`src/design/dspq_pkg.sv`:
```
// Shared constants and types for the door sensor pulse qualifier.
package dspq_pkg;

    localparam int unsigned CFG_IDX_W  = 3;
    localparam int unsigned CFG_DATA_W = 8;

    localparam int unsigned CNT_W   = 8;
    localparam int unsigned PHASE_W = 4;
    localparam int unsigned PULSE_W = 6;

    localparam logic [CNT_W-1:0]   CNT_MAX = '1;

    localparam logic [CNT_W-1:0]   RST_RELEASE_LIMIT   = 8'd200;
    localparam logic [CNT_W-1:0]   RST_WINDOW_LENGTH   = 8'd200;
    localparam logic [PHASE_W-1:0] RST_PULSE_DIVIDER   = 4'd2;
    localparam logic [PULSE_W-1:0] RST_PULSE_THRESHOLD = 6'd20;
    localparam logic [PULSE_W-1:0] RST_PULSE_CAP       = 6'd50;

    typedef enum logic [CFG_IDX_W-1:0] {
        REG_RELEASE_LIMIT   = 3'd0,
        REG_WINDOW_LENGTH   = 3'd1,
        REG_PULSE_DIVIDER   = 3'd2,
        REG_PULSE_THRESHOLD = 3'd3,
        REG_PULSE_CAP       = 3'd4
    } t_reg_idx;

    typedef enum logic [1:0] {
        ST_UNKNOWN = 2'd0,
        ST_OPEN    = 2'd1,
        ST_CLOSED  = 2'd2
    } t_status;

endpackage

```
`src/design/door_sensor_pulse_qualifier_unit.sv`:
```
// Door sensor pulse qualifier: tick-by-tick open/closed detection of a pulsed sensor pin.
//
// Usage:
//   Input channel: one request per scan tick, carrying i_sensor_level and
//   i_clear_forbid, taken at an edge where i_valid is high and o_stall low.
//   Output channel: one result per request (o_sensor_state, o_sleep_allowed,
//   o_wake_enable, o_forbid_flag), taken where o_valid is high and i_stall low.
//   The result of a request is registered and shows on the outputs the cycle
//   after it is accepted. One request per clock while o_stall is low; all counters
//   update combinationally between the tick state registers and the result register.
//   The output register is the only buffer: o_stall rises only while a result
//   is held and the receiver stalls, so a request can be taken in the same
//   cycle the held result leaves. A stalled result stays unchanged.
//   Configuration: i_cfg_we writes i_cfg_data into the register named by
//   i_cfg_idx (release limit, window length, divider, threshold, cap);
//   writes to other indexes are dropped. Write only while the block is idle.
//   Reset (synchronous, i_rst_n low): clear all counters and flags, report
//   the sensor as not yet known, empty the output register, and restore the
//   configuration defaults.
module door_sensor_pulse_qualifier_unit (
    input  logic                               i_clk,
    input  logic                               i_rst_n,
    // input channel
    input  logic                               i_valid,
    output logic                               o_stall,
    input  logic                               i_sensor_level,
    input  logic                               i_clear_forbid,
    // output channel
    output logic                               o_valid,
    input  logic                               i_stall,
    output logic [1:0]                         o_sensor_state,
    output logic                               o_sleep_allowed,
    output logic                               o_wake_enable,
    output logic                               o_forbid_flag,
    // configuration write port
    input  logic                               i_cfg_we,
    input  logic [dspq_pkg::CFG_IDX_W-1:0]     i_cfg_idx,
    input  logic [dspq_pkg::CFG_DATA_W-1:0]    i_cfg_data
);
    import dspq_pkg::*;

    // configuration registers
    logic [CNT_W-1:0]   r_release_limit;
    logic [CNT_W-1:0]   r_window_length;
    logic [PHASE_W-1:0] r_pulse_divider;
    logic [PULSE_W-1:0] r_pulse_threshold;
    logic [PULSE_W-1:0] r_pulse_cap;

    // tick state
    logic [CNT_W-1:0]   r_release_count, n_release_count;
    logic               r_release_done,  n_release_done;
    logic [PHASE_W-1:0] r_phase_count,   n_phase_count;
    logic               r_closed_done,   n_closed_done;
    logic               r_window_active, n_window_active;
    logic [CNT_W-1:0]   r_window_count,  n_window_count;
    logic [PULSE_W-1:0] r_pulse_count,   n_pulse_count;
    t_status            r_status,        n_status;
    logic               r_forbid,        n_forbid;
    logic               r_sleep,         n_sleep;
    logic               n_wake;

    // result register
    logic               r_out_valid;
    t_status            r_out_state;
    logic               r_out_sleep;
    logic               r_out_wake;
    logic               r_out_forbid;

    logic               in_accept;
    logic               out_take;
    logic [CNT_W-1:0]   release_inc;
    logic [CNT_W-1:0]   window_inc;
    logic [PHASE_W:0]   phase_next;

    assign out_take  = r_out_valid & ~i_stall;
    // The result register can load whenever it is empty or being drained.
    assign o_stall   = r_out_valid & i_stall;
    assign in_accept = i_valid & ~o_stall;

    always_comb begin
        n_release_count = r_release_count;
        n_release_done  = r_release_done;
        n_phase_count   = r_phase_count;
        n_closed_done   = r_closed_done;
        n_window_active = r_window_active;
        n_window_count  = r_window_count;
        n_pulse_count   = r_pulse_count;
        n_status        = r_status;
        n_sleep         = r_sleep;
        n_wake          = 1'b0;
        n_forbid        = i_clear_forbid ? 1'b0 : r_forbid;

        release_inc = (r_release_count != CNT_MAX) ? r_release_count + 1'b1 : r_release_count;
        phase_next  = {1'b0, r_phase_count} + 1'b1;

        if (!i_sensor_level) begin
            // Low level: count release ticks until open is declared.
            n_phase_count = '0;
            if (!r_release_done) begin
                n_sleep         = 1'b0;
                n_release_count = release_inc;
                if (release_inc >= r_release_limit) begin
                    n_status       = ST_OPEN;
                    n_release_done = 1'b1;
                    n_forbid       = 1'b1;
                    n_wake         = 1'b1;
                    n_closed_done  = 1'b0;
                end
            end else begin
                n_sleep = 1'b1;
            end
        end else begin
            // High level: run the window and divide ticks into pulses.
            n_release_count = '0;
            if (!r_closed_done) begin
                n_sleep         = 1'b0;
                n_window_active = 1'b1;
                if (phase_next > {1'b0, r_pulse_divider}) begin
                    n_phase_count = '0;
                    if (r_pulse_count < r_pulse_cap) begin
                        n_pulse_count = r_pulse_count + 1'b1;
                    end
                end else begin
                    n_phase_count = phase_next[PHASE_W-1:0];
                end
            end else begin
                n_sleep = 1'b1;
            end
        end

        window_inc = (r_window_count != CNT_MAX) ? r_window_count + 1'b1 : r_window_count;

        if (n_window_active) begin
            n_window_count = window_inc;
            if (window_inc >= r_window_length) begin
                // Window end: qualify the pulse count.
                n_window_count  = '0;
                n_window_active = 1'b0;
                if (n_pulse_count >= r_pulse_threshold) begin
                    n_pulse_count = '0;
                    if (!n_forbid) begin
                        n_status       = ST_CLOSED;
                        n_closed_done  = 1'b1;
                        n_release_done = 1'b0;
                    end
                end
            end
        end else begin
            n_window_count = '0;
        end
    end

    // configuration writes
    always_ff @(posedge i_clk) begin
        if (!i_rst_n) begin
            r_release_limit   <= RST_RELEASE_LIMIT;
            r_window_length   <= RST_WINDOW_LENGTH;
            r_pulse_divider   <= RST_PULSE_DIVIDER;
            r_pulse_threshold <= RST_PULSE_THRESHOLD;
            r_pulse_cap       <= RST_PULSE_CAP;
        end else if (i_cfg_we) begin
            case (i_cfg_idx)
                REG_RELEASE_LIMIT:   r_release_limit   <= i_cfg_data;
                REG_WINDOW_LENGTH:   r_window_length   <= i_cfg_data;
                REG_PULSE_DIVIDER:   r_pulse_divider   <= i_cfg_data[PHASE_W-1:0];
                REG_PULSE_THRESHOLD: r_pulse_threshold <= i_cfg_data[PULSE_W-1:0];
                REG_PULSE_CAP:       r_pulse_cap       <= i_cfg_data[PULSE_W-1:0];
                default: begin
                end
            endcase
        end
    end

    // tick state: advance only on an accepted request
    always_ff @(posedge i_clk) begin
        if (!i_rst_n) begin
            r_release_count <= '0;
            r_release_done  <= 1'b0;
            r_phase_count   <= '0;
            r_closed_done   <= 1'b0;
            r_window_active <= 1'b0;
            r_window_count  <= '0;
            r_pulse_count   <= '0;
            r_status        <= ST_UNKNOWN;
            r_forbid        <= 1'b0;
            r_sleep         <= 1'b0;
        end else if (in_accept) begin
            r_release_count <= n_release_count;
            r_release_done  <= n_release_done;
            r_phase_count   <= n_phase_count;
            r_closed_done   <= n_closed_done;
            r_window_active <= n_window_active;
            r_window_count  <= n_window_count;
            r_pulse_count   <= n_pulse_count;
            r_status        <= n_status;
            r_forbid        <= n_forbid;
            r_sleep         <= n_sleep;
        end
    end

    // result register: valid bit
    always_ff @(posedge i_clk) begin
        if (!i_rst_n) begin
            r_out_valid <= 1'b0;
        end else if (in_accept) begin
            r_out_valid <= 1'b1;
        end else if (out_take) begin
            r_out_valid <= 1'b0;
        end
    end

    // result register: payload, hold while stalled
    always_ff @(posedge i_clk) begin
        if (in_accept) begin
            r_out_state  <= n_status;
            r_out_sleep  <= n_sleep;
            r_out_wake   <= n_wake;
            r_out_forbid <= n_forbid;
        end
    end

    assign o_valid         = r_out_valid;
    assign o_sensor_state  = r_out_state;
    assign o_sleep_allowed = r_out_sleep;
    assign o_wake_enable   = r_out_wake;
    assign o_forbid_flag   = r_out_forbid;

endmodule
```
`config.mk`:
```
export PLATFORM = sky130hd
export DESIGN_NAME = door_sensor_pulse_qualifier_unit
export DESIGN_NICKNAME = d
export VERILOG_FILES = /design/src/design/dspq_pkg.sv /design/src/design/door_sensor_pulse_qualifier_unit.sv
export SDC_FILE = /design/constraint.sdc
export NUM_CORES = 1
export LEC_CHECK = 0
export ABC_CLOCK_PERIOD_IN_PS = 5000
export BUFFER_PORTS_ARGS = -buffer_cell sky130_fd_sc_hd__buf_2
export CORE_MARGIN = 5
export CORE_UTILIZATION = 62
export DETAILED_ROUTE_END_ITERATION = 10
export PLACE_DENSITY = 0.82
export SYNTH_ARGS = -nofsm -noshare
export SYNTH_HDL_FRONTEND = slang
export SYNTH_SLANG_ARGS = --single-unit
export TNS_END_PERCENT = 1
```
`constraint.sdc`:
```
create_clock -name i_clk -period 5 [get_ports i_clk]
set_input_delay 1 -clock i_clk [delete_from_list [all_inputs] [get_ports i_clk]]
set_output_delay 1 -clock i_clk [all_outputs]
set_load 0.03 [all_outputs]
```
==> impl_metrics.tcl, run 1 <==
set metrics [dict create \
    run_status "finished clean" \
    reg2regPathDepth 15 \
    report.final.slew_viol_count 0 \
    detailedPlacementHpwl_um 6702 \
    wire_per_inst_um 15.59 \
    area_overhead_of_the_layout_relative_to_synthesis_pct 8.075 \
    yosysTopAreaCellShare_pct 31.93 \
    synth_edf_count 5 \
    synth.area.top_cells "sky130_fd_sc_hd__dfxtp_1 32%, sky130_fd_sc_hd__ha_1 11%, sky130_fd_sc_hd__nand2_1 7.9%" \
    post_route_cells_drive_above_1_share_pct 11.61 \
    p_per_cell_area_nw_per_um2 253.9 \
    cts_sinks 70 \
    ys_async_sr_fraction_pct 0 \
    worstPathRequired_ns 5.28 \
    crit_path_max_fanout 17 \
    period_share_pct 79.77 \
    postSynth.topFlopCell "sky130_fd_sc_hd__dfxtp_1" \
    post_synth_inst_count 493 \
    period_needed_ns 3.988 \
    maximum_number_of_pins_on_one_net_before_global_route_repair 34 \
    netlist_area_sq_um 4075 \
    timing.critical_path.arrival_ns 4.27 \
    cts_made_buffers 9 \
    insertion_delay_ns 0.34 \
    totalNegativeSetupSlack_ns 0 \
    number_of_global_route_vias_before_repair 3308 \
    final_antenna_net_count 0 \
    synthesis.area_per_instance_sq_um 8.266 \
    placeableCoreArea_sq_um 6386 \
    crit_path_top_delay_cell "sky130_fd_sc_hd__o21ba_1" \
    route.detailed.vias_per_inst 5.938 \
    syn_nets 546 \
    timing.critical_path.to_type "flip-flop" \
    cts_repair_resize_count 0 \
    drt_iter0_markers 236 \
    criticalPathCategory "reg -> reg" \
    relSlewSlack_pct 41.83 \
    std_cell_rows 29 \
    fraction_of_the_yosys_area_taken_by_sequential_cells_pct 35.62 \
    crit-reg2reg-capture "r_pulse_count[5]" \
    yosys_warnings 0 \
    drt_drc 0 \
    synth_seq_cells 70 \
    detail_route.wirelength_um 9260 \
    tritoncts "done" \
    post-layout-total-power_w 0.001118 \
    antenna_found_initial 0 \
    cp-start-kind "flip-flop" \
    hold_viol 0 \
    clock_tree.buffer_depth 2 \
    final_net_count 565 \
    cp_slowest_stage_delay_ns 0.55 \
    hp-start "r_release_limit[2]" \
    num_io_pins 25 \
    finalCoreUtilization_pct 68.97 \
    vdd.ir_drop.worst_v 0.0002048 \
    tightest_hold_check_type "reg -> reg" \
    worst-r2r-setup-slack_ns 1.01 \
    timing.hold.worst_endpoint "r_release_limit[2]" \
    final-setup-viol-count 0 \
    yosys.area.top_type "sky130_fd_sc_hd__dfxtp_1" \
    yosysMostFrequentCell "sky130_fd_sc_hd__nand2_1" \
    tightest_slew_ns 0.8705 \
    p_leak_nw 1.859 \
    skew_ns 0.008936 \
    achievable-frequency_mhz 250.7 \
    n_antenna_cell 0 \
    chain_of_cells_forming_the_critical_path "nand3_1, xnor2_1, ha_1, and4_1, a21oi_1, o21ba_1, nand2_1, xnor2_1, ha_1, o211ai_1, nand2_1, a31oi_4, nor3_4, or3_4, o211ai_2" \
    ctsHoldBuffers 0 \
    timing.max_cap.violations 0 \
    synth.top_cells.by_count "86 x sky130_fd_sc_hd__nand2_1, 65 x sky130_fd_sc_hd__dfxtp_1, 40 x sky130_fd_sc_hd__a21oi_1, 40 x sky130_fd_sc_hd__nor2_1, 37 x sky130_fd_sc_hd__inv_1" \
    non_filler_cells_final 594 \
    routabilityCongestion 0.8234 \
    effective_utilization_at_floorplan_pct 63.81 \
    h-tree-depth 3 \
    floorplan.die_area_sq_um 8295 \
    port_buffers 24 \
    grt_use_total_pct 22.60 \
    chipWidth_um 91.08 \
    clock_tree.root_cell "sky130_fd_sc_hd__clkbuf_8" \
    die_h_um 91.08 \
    clk_slew_on_worst_s_h_paths_ns 0.08 \
    grt_first_pass_wirelength_um 15460 \
    post_synth_num_cell_types 65 \
    postCtsSetupBuffers 0 \
    worstHoldPathCells 2 \
    regToRegStartpoint "r_phase_count[2]" \
    gr-total-overflow 0 \
    number_of_optimization_iterations_in_the_first_detailed_route_pass 5 \
    place.detailed.instances 578 \
    grt_setup_unrepaired "no" \
    detailroute.via_count 3527 \
]
[layer usage]
layer	GRT usage (%)	vias to the layer above	routed length [um]
li1	-	1764	-
met1	27.87	1652	4025
met2	38.64	92	4666
met3	4.132	19	341
met4	9.413	0	226
met5	0	-	0
[state kept, by name (all words and copies together) (netlist names), 2 cells and up]
name	count
o_sensor_state	2
r_phase_count	4
r_pulse_cap	6
r_pulse_count	6
r_pulse_divider	4
r_pulse_threshold	6
r_release_count	8
r_release_limit	8
r_status	2
r_window_count	8
r_window_length	8
[critical path, delay by kind of cell (launching register included)]
kind                     cells  cell delay, ns
AO/OA/AOI/OAI                5            1.40
XOR/XNOR                     2            0.41
adder cells (fa/ha/maj)      2            0.61
flip-flops                   1            0.44
AND/OR/NAND/NOR              6            1.06
[report_power, final]
part | leakage [nW] | internal, W | switching (W)
Sequential | 0.577 | 0.000576 | 0.00000858
Clock | 0.0857 | 0.000207 | 0.000214
Combinational | 1.20 | 0.0000392 | 0.0000734
Total | 1.86 | 0.000822 | 0.000296
[cells in the final DEF, fill, tap and decap left out, types with 2 or more instances in the layout]
cell type / instances
sky130_fd_sc_hd__o21a_1: 8
sky130_fd_sc_hd__a21oi_1: 40
sky130_fd_sc_hd__buf_2: 24
sky130_fd_sc_hd__or3_1: 2
sky130_fd_sc_hd__dfxtp_1: 65
sky130_fd_sc_hd__nand2b_1: 6
sky130_fd_sc_hd__a22o_1: 5
sky130_fd_sc_hd__o211ai_2: 3
sky130_fd_sc_hd__xnor2_1: 9
sky130_fd_sc_hd__o31a_1: 2
sky130_fd_sc_hd__nor4_1: 2
sky130_fd_sc_hd__inv_1: 37
sky130_fd_sc_hd__a22oi_1: 7
sky130_fd_sc_hd__nand3_1: 17
sky130_fd_sc_hd__nor2_1: 40
sky130_fd_sc_hd__nor3_1: 6
sky130_fd_sc_hd__nand4_1: 4
sky130_fd_sc_hd__a211o_1: 2
sky130_fd_sc_hd__xor2_1: 3
sky130_fd_sc_hd__clkinv_1: 2
sky130_fd_sc_hd__o21ai_0: 9
sky130_fd_sc_hd__buf_4: 2
sky130_fd_sc_hd__o211ai_1: 14
sky130_fd_sc_hd__and2_1: 8
sky130_fd_sc_hd__o21ai_1: 4
sky130_fd_sc_hd__nor2b_1: 3
sky130_fd_sc_hd__nand2_1: 86
sky130_fd_sc_hd__ha_1: 35
sky130_fd_sc_hd__edfxtp_1: 5
sky130_fd_sc_hd__clkinvlp_4: 2
sky130_fd_sc_hd__clkbuf_1: 2
sky130_fd_sc_hd__nand3b_1: 3
sky130_fd_sc_hd__and3_1: 9
sky130_fd_sc_hd__mux2_2: 2
sky130_fd_sc_hd__mux2i_1: 2
sky130_fd_sc_hd__clkbuf_8: 11
sky130_fd_sc_hd__and4_1: 3
sky130_fd_sc_hd__a31oi_1: 2
sky130_fd_sc_hd__a21o_1: 3
[worst max path at each step]
| stage | start | to | slack (ns) | depth (start not counted) |
|---|---|---|---|---|
| CTS | r_phase_count[2] | r_pulse_count[4] | 1.07 | 15 |
| global route | r_phase_count[2] | o_sensor_state[0] | 0.72 | 15 |
| detailed placement | i_sensor_level | r_pulse_count[4] | 1.02 | 14 |
| floorplan | i_sensor_level | r_pulse_count[2] | 1.48 | 16 |
| finish | r_phase_count[2] | r_pulse_count[5] | 1.01 | 15 |
| global placement | i_sensor_level | r_pulse_count[4] | 1.14 | 14 |
[layout make-up]
class,count,area [sq um]
tap,77,96.34
multi-input combinational,366,2396
sequential,70,1451
fill,508,1982
clock inverter,3,20.02
timing repair buffer,26,135.1
clock buffer,13,158.9
inverter,39,146.4
[per-stage QoR]
step                      setup WS [ns]  hold WS (ns)  instance area, sq um
after CTS                         1.065        0.4607                  4404
after floorplan                   1.482        0.4363                  4075
after detailed placement          1.023        0.4506                  4225
after global routing             0.7206        0.4794                  4404
after global placement            1.138        0.4439                  4225
final                             1.012        0.4588                  4404
[cells by family (layout without fill, tap and decap cells)]
logic type	count (synthesis)	count (layout)	synth area share (%)
adders and majority gates	35	35	10.75
DFF	70	70	35.62
xor gates and xnor gates	12	12	2.579
AOI/OAI and AO/OA	115	115	20.63
muxes	5	5	1.412
buffers and inverters	57	81	5.588
and+or+nand+nor	199	199	23.43
Note: power is estimated with default switching activity, not from simulation.
==> inputs of run 2 (changes only) <==
Settings changed: ABC_CLOCK_PERIOD_IN_PS 5000 to 3600, CORE_UTILIZATION 62 to 55, PLACE_DENSITY 0.82 to 0.77.
Clock period 5 ns to 3.6 ns, I/O delays scaled along.
==> run 2 against run 1 <==
Against the previous run:
- fmax rose by 19%
- via count fell by 0.65%
- clock-buffer cell count fell by 1
- critical path depth did not move
- routed wire length fell by 0.91%
- largest cell class unchanged
- sequential power rose by 38%
==> impl_metrics.tcl, run 2 (same netlist as run 1, synthesis figures left out) <==
set metrics [dict create \
    run_status "finished clean" \
    final_cell_mix "86 x sky130_fd_sc_hd__nand2_1, 65 x sky130_fd_sc_hd__dfxtp_1, 40 x sky130_fd_sc_hd__nor2_1" \
    ctsHoldBuffers 0 \
    ff_latch_area_sq_um 1451 \
    regToRegStartpoint "r_phase_count[2]" \
    antenna_found_initial 0 \
    criticalPathCategory "reg -> reg" \
    drt_iter0_markers 256 \
    worstPathRequired_ns 3.88 \
    finalCoreUtilization_pct 62.80 \
    grt_setup_unrepaired "no" \
    std_cell_rows 31 \
    effective_utilization_at_floorplan_pct 56.49 \
    skew_ns 0.01123 \
    timing.critical_path.to_type "flip-flop" \
    floorplan.die_area_sq_um 9230 \
    period_share_pct 93.08 \
    h-tree-depth 3 \
    hold_viol 0 \
    routabilityCongestion 0.9174 \
    achievable-frequency_mhz 298.4 \
    maximum_number_of_pins_on_one_net_before_global_route_repair 33 \
    tritoncts "done" \
    timing.critical_path.arrival_ns 3.63 \
    grt_first_pass_wirelength_um 15590 \
    cp-start-kind "flip-flop" \
    placeableCoreArea_sq_um 7214 \
    totalNegativeSetupSlack_ns 0 \
    wire_per_inst_um 14.68 \
    area_overhead_of_the_layout_relative_to_synthesis_pct 11.18 \
    crit_path_max_fanout 10 \
    grt_use_total_pct 21.59 \
    num_io_pins 25 \
    drt_drc 0 \
    number_of_optimization_iterations_in_the_first_detailed_route_pass 4 \
    number_of_global_route_vias_before_repair 3366 \
    clock_tree.root_cell "sky130_fd_sc_hd__clkbuf_8" \
    combined_area_of_the_multi_input_logic_cells_sq_um 2414 \
    count_of_filler_cells_inserted_in_the_layout 657 \
    final_net_count 574 \
    tightest_slew_ns 0.6093 \
    port_buffers 24 \
    cts_sinks 70 \
    chipWidth_um 96.08 \
    timing.max_cap.violations 0 \
    n_antenna_cell 0 \
    relSlewSlack_pct 59.23 \
    detailedPlacementHpwl_um 6901 \
    p_per_cell_area_nw_per_um2 352.8 \
    final-setup-viol-count 0 \
    clk_slew_on_worst_s_h_paths_ns 0.08 \
    insertion_delay_ns 0.35 \
    die_h_um 96.08 \
    detailroute.via_count 3504 \
    clock_tree.buffer_depth 2 \
    p_leak_nw 1.921 \
    detail_route.wirelength_um 9176 \
    cts_made_buffers 9 \
    post-place-ws_ns 0.01332 \
    period_needed_ns 3.351 \
    timing.final.ws_setup_ns 0.2492 \
    layout.cells.most_common "sky130_fd_sc_hd__nand2_1" \
    hp-start "r_window_length[1]" \
    gr-total-overflow 0 \
    worst-r2r-setup-slack_ns 0.25 \
    final_antenna_net_count 0 \
    post_route_cells_drive_above_1_share_pct 14.07 \
    tightest_hold_check_type "reg -> reg" \
    worst_setup_path_startpoint "r_phase_count[2]" \
    vdd.ir_drop.worst_v 0.0002021 \
    route.detailed.vias_per_inst 5.606 \
    report.final.slew_viol_count 0 \
]
run 2: cell count changes in the layout (fill, tap and decap cells not counted), sizes merged:
cell	change
clkbuf	-1
inv	+2
buf	+9
clkinvlp	-1
run 2: final timing paths:
check	endpoint	depth (start not counted)
max	r_pulse_count[5]	15
min	r_window_length[1]	2
max reg2reg	r_pulse_count[5]	15
min reg2reg	r_window_length[1]	2
run 2: routing by layer:
metal	track usage, %	share of wire [%]	routed length [um]
met5	0	0	0
met4	7.464	1.5	136
met3	2.815	4.0	371
met2	37.95	52	4738
met1	26.96	43	3931
run 2: critical path, cell delays in order (launching register included):
cell	delay (ns)
sky130_fd_sc_hd__dfxtp_1	0.42
sky130_fd_sc_hd__nand3_1	0.15
sky130_fd_sc_hd__xnor2_2	0.17
sky130_fd_sc_hd__ha_1	0.32
sky130_fd_sc_hd__and4_1	0.21
sky130_fd_sc_hd__a21oi_2	0.14
sky130_fd_sc_hd__o21ba_4	0.19
sky130_fd_sc_hd__nand2_1	0.07
sky130_fd_sc_hd__xnor2_1	0.13
sky130_fd_sc_hd__ha_1	0.21
sky130_fd_sc_hd__nor4_1	0.29
sky130_fd_sc_hd__o21ai_1	0.16
sky130_fd_sc_hd__a31oi_4	0.23
sky130_fd_sc_hd__nor3_4	0.09
sky130_fd_sc_hd__or3_4	0.36
sky130_fd_sc_hd__o211ai_2	0.14
run 2: what timing repair did:
action                     CTS  global route
setup endpoints to repair    3            11
pin swaps                    0             1
gates resized for setup      1             3
setup buffers                0             1
run 2: power breakdown:
part | internal, W | switching, W | total (W)
combinational | 0.0000641 | 0.000105 | 0.000169
clock | 0.000309 | 0.000311 | 0.000619
sequential | 0.000800 | 0.0000106 | 0.000810
total | 0.00117 | 0.000426 | 0.00160
run 2: stage by stage:
stage                     std cells  cell area, sq um  hold WS (ns)  power (W)
after floorplan                 493              4075        0.4363  0.0009381
after global placement          608              4313        0.4449  0.0009863
after detailed placement        608              4313        0.4487  0.0009914
after CTS                       624              4506        0.4600   0.001604
after global routing            625              4531        0.4712   0.001667
final                           625              4531        0.4594   0.001598
run 2: cell type report:
| class | count | share of cell area, % |
|---|---|---|
| clock inverters | 4 | 0.6076 |
| clock buffers | 12 | 3.645 |
| flip-flops and latches | 70 | 32.04 |
| inverters | 39 | 3.231 |
| multi-input cells | 366 | 53.27 |
| repair buffers | 35 | 4.474 |
| well taps | 99 | 2.734 |
==> inputs of run 3 (changes only) <==
Settings changed: CORE_UTILIZATION 55 to 53, PLACE_DENSITY 0.77 to 0.75.
==> run 3 against run 2 <==
Against the previous run:
- non-clock buffer count shrank 4
- via count grew 0.54%
- routed wire length shrank 0.53%
- global-route usage shrank 1.9 points
- final area shrank 0.88%
- critical path depth is the same
- critical path type unchanged
- clock skew shrank 0.0034 ns
- largest cell class unchanged
- critical endpoint unchanged
- clock power shrank 12%
==> impl_metrics.tcl, run 3 (same netlist as run 1, synthesis figures left out) <==
set metrics [dict create \
    period_share_pct 94.08 \
    cp_slowest_stage_delay_ns 0.36 \
    route.detailed.vias_per_inst 5.646 \
    grt_use_total_pct 19.70 \
    crit_path_max_fanout 6 \
    maximum_number_of_pins_on_one_net_before_global_route_repair 34 \
    criticalPathCategory "reg -> reg" \
    worst_path_dominant_cell_family "compound AO/OA/AOI/OAI gates" \
    crit_path_top_delay_cell "sky130_fd_sc_hd__or3_4" \
    timing.final.ws_setup_ns 0.2132 \
    n_antenna_cell 0 \
    antenna_found_initial 0 \
    tightest_hold_check_type "reg -> reg" \
    finalCoreUtilization_pct 59.03 \
    report.final.slew_viol_count 0 \
    run_status "finished clean" \
    regToRegStartpoint "r_phase_count[0]" \
    drt_iter0_markers 144 \
    p_per_cell_area_nw_per_um2 338.5 \
    clk_slew_on_worst_s_h_paths_ns 0.07 \
    count_of_filler_cells_inserted_in_the_layout 710 \
    tightest_slew_ns 0.7082 \
    hold_viol 0 \
    grt_first_pass_wirelength_um 15300 \
    p_leak_nw 1.886 \
    cell_area_after_placement_sq_um 4287 \
    skew_ns 0.007779 \
    hp-start "r_release_limit[0]" \
    timing.critical_path.to_type "flip-flop" \
    critical_path_buf_inv_count 0 \
    port_buffers 24 \
    cp-start-kind "flip-flop" \
    layout.cells.most_common "sky130_fd_sc_hd__nand2_1" \
    num_io_pins 25 \
    wire_per_inst_um 14.63 \
    timing.hold.worst_endpoint "r_release_limit[0]" \
    cts_made_buffers 9 \
    worstHoldPathCells 2 \
    achievable-frequency_mhz 295.3 \
    final_antenna_net_count 0 \
    insertion_delay_ns 0.34 \
    hold_slack_ns 0.4622 \
    vdd.ir_drop.worst_v 0.0001822 \
    cts_sinks 70 \
    worst-r2r-setup-slack_ns 0.21 \
    period_needed_ns 3.387 \
    std_cell_rows 32 \
    layout.cell_area.non_filler_sq_um 4491 \
    number_of_optimization_iterations_in_the_first_detailed_route_pass 4 \
    clock_tree.buffer_depth 2 \
    effective_utilization_at_floorplan_pct 53.57 \
    timing.max_cap.violations 0 \
    area_overhead_of_the_layout_relative_to_synthesis_pct 10.19 \
    most_prevalent_standard_cell_on_the_critical_path "sky130_fd_sc_hd__ha_1" \
    relSlewSlack_pct 52.43 \
    placeableCoreArea_sq_um 7607 \
    final-setup-viol-count 0 \
    detailedPlacementHpwl_um 6658 \
    reg2regPathDepth 15 \
    chipWidth_um 97.69 \
    number_of_global_route_vias_before_repair 3315 \
    timing.critical_path.arrival_ns 3.66 \
    crit-reg2reg-capture "r_pulse_count[5]" \
    worstPathRequired_ns 3.87 \
    h-tree-depth 3 \
    floorplan.die_area_sq_um 9542 \
    final_net_count 571 \
    detail_route.wirelength_um 9127 \
    post_route_cells_drive_above_1_share_pct 13.22 \
    drt_drc 0 \
    final_cell_mix "86 x sky130_fd_sc_hd__nand2_1, 64 x sky130_fd_sc_hd__dfxtp_1, 40 x sky130_fd_sc_hd__nor2_1" \
    die_h_um 97.69 \
    gr-total-overflow 0 \
    tritoncts "done" \
    clock_tree.root_cell "sky130_fd_sc_hd__clkbuf_8" \
    routabilityCongestion 0.9084 \
    chain_of_cells_forming_the_critical_path "ha_1, ha_1, nor2b_1, o211ai_1, a21oi_2, o21ba_4, nand2_1, xnor2_1, ha_1, nor4_2, o21ai_2, a31oi_4, nor3_4, or3_4, o211ai_2" \
    post-place-ws_ns 0.1194 \
    detailroute.via_count 3523 \
    ctsHoldBuffers 0 \
]
run 3: cell count changes in the layout (fill, tap and decap cells not counted), sizes merged:
cell	before	now
buf	35	31
clkbuf	12	13
clkinvlp	1	0
nor3	7	8
inv	39	37
clkinv	3	4
run 3: through the flow:
| stage | setup TNS, ns | total power (W) | std cells |
|---|---|---|---|
| final | 0 | 0.001520 | 624 |
| after global routing | -0.04779 | 0.001596 | 624 |
| after CTS | 0 | 0.001526 | 622 |
| after detailed placement | 0 | 0.0009871 | 607 |
| after global placement | 0 | 0.0009824 | 607 |
| after floorplan | 0 | 0.0009381 | 493 |
run 3: how the worst max path moves through the flow:
stage	end	depth (start not counted)	from	slack [ns]
2_1_floorplan	r_pulse_count[2]	17	r_phase_count[0]	0.28
3_3_place_gp	o_sensor_state[0]	16	r_phase_count[0]	0.24
3_5_place_dp	o_sensor_state[0]	16	r_phase_count[0]	0.12
4_1_cts	o_sensor_state[0]	16	r_phase_count[0]	0.09
5_1_grt	r_pulse_count[4]	15	r_phase_count[0]	-0.03
6_report	r_pulse_count[5]	15	r_phase_count[0]	0.21
run 3: worst register-to-register path, stage by stage (launching register included):
cell and delay, ns:
sky130_fd_sc_hd__dfxtp_2 0.35, sky130_fd_sc_hd__ha_1 0.32, sky130_fd_sc_hd__ha_1 0.29, sky130_fd_sc_hd__nor2b_1 0.13, sky130_fd_sc_hd__o211ai_1 0.10, sky130_fd_sc_hd__a21oi_2 0.23
sky130_fd_sc_hd__o21ba_4 0.20, sky130_fd_sc_hd__nand2_1 0.07, sky130_fd_sc_hd__xnor2_1 0.13, sky130_fd_sc_hd__ha_1 0.22, sky130_fd_sc_hd__nor4_2 0.31, sky130_fd_sc_hd__o21ai_2 0.12
sky130_fd_sc_hd__a31oi_4 0.25, sky130_fd_sc_hd__nor3_4 0.10, sky130_fd_sc_hd__or3_4 0.37, sky130_fd_sc_hd__o211ai_2 0.13
run 3: area by class of cell:
class	count	area, sq um	share of cell area (%)
clock buffers	13	148.9	3.316
well taps	102	127.6	2.842
flip-flops and latches	70	1453	32.35
clock inverters	2	10.01	0.2229
repair buffers	31	172.7	3.845
inverters	39	146.4	3.260
multi-input cells	367	2432	54.17
run 3: per-layer routing:
metal	share of wire, %	up-vias	GRT usage, %
met5	0	-	0
li1	-	1775	-
met2	49	84	33.42
met4	2.1	0	8.307
met1	44	1647	23.81
met3	5.1	17	4.594
run 3: timing repair:
action                                  4_1_cts  5_1_grt
endpoints found under the setup margin        0       12
setup buffers                                 0        1
resized for setup                             0        7
endpoints found under the hold margin         0        0
run 3: report_power, final:
part | switching [W] | internal, W
Combinational | 0.000104 | 0.0000612
Clock | 0.000279 | 0.000264
Sequential | 0.0000117 | 0.000801
Total | 0.000394 | 0.00113
